<file path="config.mk">
export PLATFORM = sky130hd
export DESIGN_NAME = crt_queue
export DESIGN_NICKNAME = d
export VERILOG_FILES = /design/src/hdl/crt_pkg.sv /design/src/hdl/crt_queue.sv
export SDC_FILE = /design/constraint.sdc
export NUM_CORES = 1
export LEC_CHECK = 0
export ABC_AREA = 1
export BUFFER_PORTS_ARGS = -buffer_cell sky130_fd_sc_hd__buf_2
export CORE_AREA = 2 2 121 147
export CTS_CLUSTER_DIAMETER = 40
export DETAILED_ROUTE_END_ITERATION = 6
export DIE_AREA = 0 0 123 149
export MAX_ROUTING_LAYER = met4
export PLACE_DENSITY = 0.71
export SYNTH_ARGS = -nofsm -noshare
export SYNTH_HDL_FRONTEND = slang
export SYNTH_SLANG_ARGS = --single-unit
export TNS_END_PERCENT = 30
</file>
<file path="constraint.sdc">
create_clock -name clk -period 2.9 [get_ports clk]
set_clock_uncertainty 0.1 [all_clocks]
set_input_delay 0.29 -clock clk [delete_from_list [all_inputs] [get_ports clk]]
set_output_delay 0.29 -clock clk [all_outputs]
set_load 0.05 [all_outputs]
</file>
<file path="src/hdl/crt_pkg.sv">
`default_nettype none

package crt_pkg;

	localparam int NODE_W     = 8;
	localparam int VALUE_W    = 32;
	localparam int DEMAND_W   = 24;
	localparam int CAP_W      = 24;
	localparam int LOAD_W     = 25;
	localparam int COUNT_W    = 9;
	localparam int TOTAL_W    = 48;
	localparam int SUM_W      = TOTAL_W + 1;
	localparam int CFG_IDX_W  = 2;
	localparam int CFG_DATA_W = 24;
	localparam int OPS_W      = 2;

	localparam int QUEUE_DEPTH = 4;
	localparam int QPTR_W      = 2;
	localparam int QCNT_W      = 3;

	// configuration register indexes
	localparam logic [CFG_IDX_W-1:0] CFG_VEHICLE_CAPACITY = 2'd0;
	localparam logic [CFG_IDX_W-1:0] CFG_DEPOT_NODE       = 2'd1;
	localparam logic [CFG_IDX_W-1:0] CFG_NODE_COUNT       = 2'd2;

	localparam logic [COUNT_W-1:0] NODE_COUNT_RESET = 9'd256;

	typedef enum logic [1:0] {
		REQ_LOAD_DIST   = 2'd0,
		REQ_LOAD_DEMAND = 2'd1,
		REQ_VISIT       = 2'd2,
		REQ_END         = 2'd3
	} req_type_t;

	typedef enum logic [1:0] {
		OP_LEG   = 2'd0,
		OP_WRITE = 2'd1,
		OP_EMIT  = 2'd2
	} op_kind_t;

	// one unit of work for the back end
	typedef struct packed {
		op_kind_t            kind;
		logic [NODE_W-1:0]   from_node;
		logic [NODE_W-1:0]   to_node;
		logic [VALUE_W-1:0]  value;
	} op_t;

	function automatic op_t make_leg(logic [NODE_W-1:0] a, logic [NODE_W-1:0] b);
		op_t o;
		o.kind      = OP_LEG;
		o.from_node = a;
		o.to_node   = b;
		o.value     = '0;
		return o;
	endfunction

endpackage

`default_nettype wire

</file>
<file path="src/hdl/crt_queue.sv">
`default_nettype none

module crt_queue import crt_pkg::*; (
	input  wire logic clk,
	input  wire logic arst_n,
	input  wire logic push,
	input  wire op_t  push_op,
	output logic      full,
	input  wire logic pop,
	output logic      not_empty,
	output op_t       head
);

	op_t               mem [QUEUE_DEPTH];
	logic [QPTR_W-1:0] wr_ptr_q;
	logic [QPTR_W-1:0] rd_ptr_q;
	logic [QCNT_W-1:0] count_q;

	assign full      = count_q == QCNT_W'(QUEUE_DEPTH);
	assign not_empty = count_q != '0;
	assign head      = mem[rd_ptr_q];

	always_ff @(posedge clk) begin
		if (push) begin
			mem[wr_ptr_q] <= push_op;
		end
	end

	always_ff @(posedge clk or negedge arst_n) begin
		if (!arst_n) begin
			wr_ptr_q <= '0;
			rd_ptr_q <= '0;
			count_q  <= '0;
		end else begin
			if (push) begin
				wr_ptr_q <= wr_ptr_q + 1'b1;
			end
			if (pop) begin
				rd_ptr_q <= rd_ptr_q + 1'b1;
			end
			case ({push, pop})
				2'b10:   count_q <= count_q + 1'b1;
				2'b01:   count_q <= count_q - 1'b1;
				default: count_q <= count_q;
			endcase
		end
	end

`ifndef NO_ASSERTIONS
	a_no_overflow: assert property (@(posedge clk) disable iff (!arst_n)
		push |-> !full || pop)
		else $error("queue written while full");

	a_no_underflow: assert property (@(posedge clk) disable iff (!arst_n)
		pop |-> not_empty)
		else $error("queue read while empty");
`endif

endmodule

`default_nettype wire

</file>
Word level (Yosys, flattened, before mapping) --
Memories as Yosys holds them, arrays and structs flattened. Cells that the tools add are included.
Word-level totals: register bits after elaboration 7, bits in latches 0, memory bits (writable) 200, memory bits (read-only) 0, input port bits 54, output and inout port bits 52, logic and storage cells 16, memories kept 1
Operators by class: add/sub/neg operators 4, $mul 0, divide/modulo/power cells 0, order comparisons 0, equal/unequal tests 3, shift-type cells 0, multiplexer cells 3, bitwise logic cells 0, reductions and logical operators 2
Memories:
- mem | depth 4, bits a word 50, read ports 1, clocked after Yosys merged registers in 0, write ports 1, line crt_queue.sv:14 | op_t mem [QUEUE_DEPTH];
Operators by type and width (count):
- $pmux W3 S2 | 1
- $add A2 B1 Y2 const B | 2
- $add A3 B1 Y3 const B | 1
- $eq A3 B3 Y1 const B | 1
- $reduce_bool A3 Y1 | 1
- $sub A3 B1 Y3 const B | 1
- $eq A2 B1 Y1 const B | 1
- $eq A2 B2 Y1 const B | 1
- $mux W1 | 2
- $reduce_bool A2 Y1 | 1

Logic depth before layout (Yosys ltp) --
depth in word-level cells 2, depth in mapped cells 9, depth with buffers taken out 8

Worst setup path before layout --
Ideal clock, no wire load.
path type reg-to-reg, start point reg wr_ptr_q[0], end point mem mem[2][0] in the netlist's numbering, enable pin, library setup time 0.404 ns, arrival time 1.646 ns, data required time 2.396 ns, setup slack 0.750 ns, stages on the path, launching flop included 5, path buffers 0, period minus slack after synthesis 2.150 ns, cells stage by stage dfrtp_1 -> inv_1 -> ha_1 -> nand2_1 -> inv_1
RTL lines:
- start, declared | line crt_queue.sv:15 | logic [QPTR_W-1:0] wr_ptr_q;
- start signal, assigned | line crt_queue.sv:36 | wr_ptr_q <= wr_ptr_q + 1'b1;
- end, declared | line crt_queue.sv:14
Straight into the memory's write port.

==> flow_summary.ini <==
[run_status]
status = finished clean

[yosys]
synth_top_area_share_pct = 71.0
post_synth.cell_area_avg_um2 = 11.6
ys.flop_type = edfxtp_1
syn-num-nets = 790
synth_most_common_cell = nand2_1
netlist_area_um2 = 8450
synth_edf_count = 200
yosys_warnings = 0
yosysSeqAreaShare_pct = 73.1
syn_inst = 730
synth_area_leaders = edfxtp_1 (71%), nand2_1 (9.5%), inv_1 (4.9%)
ys_ff_latch = 207
yosysUniqueCellTypes = 18
synth_async_sr_flop_share_pct = 3.38
synth_area_leader_cell = edfxtp_1
synthTopCellsByCount = nand2_1 (214), edfxtp_1 (200), inv_1 (111)

[pwr]
ir_worst_vdd_mv = 0.930
p_per_area_nw_per_um2 = 1140
p_leak_nw = 4.48
total_power_mw = 12.0

[floorplanning]
coreArea_um2 = 17100
initial_core_util_pct = 49.4
top_level_ports = 106
die_w_um = 123
fp.dieH_um = 149
row_count = 53
die_area_um2 = 18300

[clocking]
h-tree-depth = 1
tritoncts = yes
hold_buffers = 53
cts_max_path_buffers = 3
path_clk_slew_ns = 0.05
clk_latency_ns = 0.49
cts.sink_count = 207
cts-root-buf = clkbuf_16
cts_made_buffers = 24
post-cts-setup-buffers = 0
postCtsResizedCells = 0

[global_routing]
globalRoute.totalOverflow = 0
grt_pass1_wl_mm = 24.5
first_global_vias = 5233
track_usage_pct = 17.6
antenna_found_initial = 0
grt_max_degree = 82

[sta]
rsz0062_at_grt = no
setup-tns-final_ns = 0
finalCritPeriodShare_pct = 88.3
hold_viol_final = 0
worst_slack_ns = 0.339
worstMarginPinSlew_ns = 0.667
fmax_mhz = 390
max_slew_margin_pct = 55.5
slew_violations = 0
finalCriticalPeriod_ns = 2.56
setup_violations = 0

[placed_design]
routabilityCongestion = 0.698
io_buffers = 105
hpwl_mm = 9.09
pre_cts_ws_ns = 0.861

[final_layout]
areaGrowthSynthToFinish_pct = 24.9
fin_nets = 954
n_fill_cell = 1289
multi_input_area_um2 = 1690
drive_gt1_share_pct = 17.6
diodes = 0
seq_area_um2 = 6180

[route]
drt_pre_antenna_iters = 5
drc = 0
drtIter0Drc = 282
ant_nets = 0
vias_per_cell = 4.72
vias = 5339
routedWlPerCell_um = 13.5
routed_wirelength_mm = 15.3

[critical_path]
cp_max_fo = 81
worst_setup_path_end_kind = output port
cp-start-kind = flip-flop
path_class = flip-flop to output port
critPathArrivalTime_ns = 2.17
critPathRequiredTime_ns = 2.51

[min_path]
hold_path_class = input pin to asynchronous set/reset pin

[flow_run]
cap_violations = 0
layout by cell type, fill, tap and decap left out, types with 2 or more instances in the layout:
cell,instances
nand2_1,214
edfxtp_1,200
inv_1,107
buf_2,105
nor2_1,99
dlygate4sd3_1,53
o211ai_1,50
clkbuf_16,25
buf_4,8
dfrtp_1,6
ha_1,5
clkbuf_1,5
buf_12,5
inv_2,4
clkinvlp_4,4
xor2_1,3
clkinv_2,2
o21ai_0,2
clkinv_1,2
inv_8,2
inv_6,2
registers in the layout, indices dropped and copies added (netlist names):
name and flops:
count_q 3, mem 200, rd_ptr_q 2, wr_ptr_q 2
critical path, cell delays in order, from the launching register on:
cell and delay (ns):
dfrtp_4 0.71, buf_12 0.35, nor2_1 0.09, nor2_1 0.09, nand2_1 0.06, nand2_1 0.07
buf_2 0.26
power by group:
group / internal (mW) / switching [mW]
clock network: 1.69 / 1.13
logic: 1.23 / 3.85
registers: 3.92 / 0.232
layout make-up:
cell class / instances / share of cell area [%]
sequential: 207 / 58.6
multi-input combinational: 378 / 16.0
timing repair buffer: 171 / 11.5
clock buffer: 30 / 6.10
inverter: 112 / 3.99
tap: 220 / 2.61
clock inverter: 13 / 1.15
metal layers:
metal	GRT usage [%]	up-vias	share of wire [%]	routed length (um)
li1	-	2717	-	-
met1	19.3	2496	39	6010
met2	32.6	100	55	8370
met3	2.75	26	4.2	638
met4	4.89	0	1.8	276
met5	-	-	0	0
per-stage QoR:
step	hold slack, ns	util, %	instance area (um^2)	cells
final	0.0697	61.7	10600	1131
after global routing	0.0721	61.7	10600	1131
after CTS	0.0499	61.7	10600	1131
after detailed placement	0.0348	54.1	9260	1035
after global placement	0.0362	54.1	9260	1035
after floorplan	-0.106	-	8450	730
path summary, 6_finish.rpt:
| path | from | to | slack, ns | depth (start not counted) |
|---|---|---|---|---|
| min in group clk | count_q[2] | count_q[2] | 0.39 | 2 |
| max in group asynchronous | arst_n | rd_ptr_q[0] | 2.45 | 2 |
| worst min-delay path | arst_n | count_q[1] | 0.07 | 2 |
| worst min register to register | count_q[2] | count_q[2] | 0.39 | 2 |
| worst max register to register | wr_ptr_q[0] | mem[0][28] | 0.99 | 5 |
| worst max-delay path | rd_ptr_q[0] | head[22] | 0.34 | 6 |
cells by family after synthesis:
family	share of synthesized area [%]
and+or+nand+nor	14.1
DFF	73.1
buffers and inverters	6.85
AOI/OAI and AO/OA	4.56
adders and majority gates	0.977
xor gates and xnor gates	0.414
Note: power is estimated with default switching activity, not from simulation.
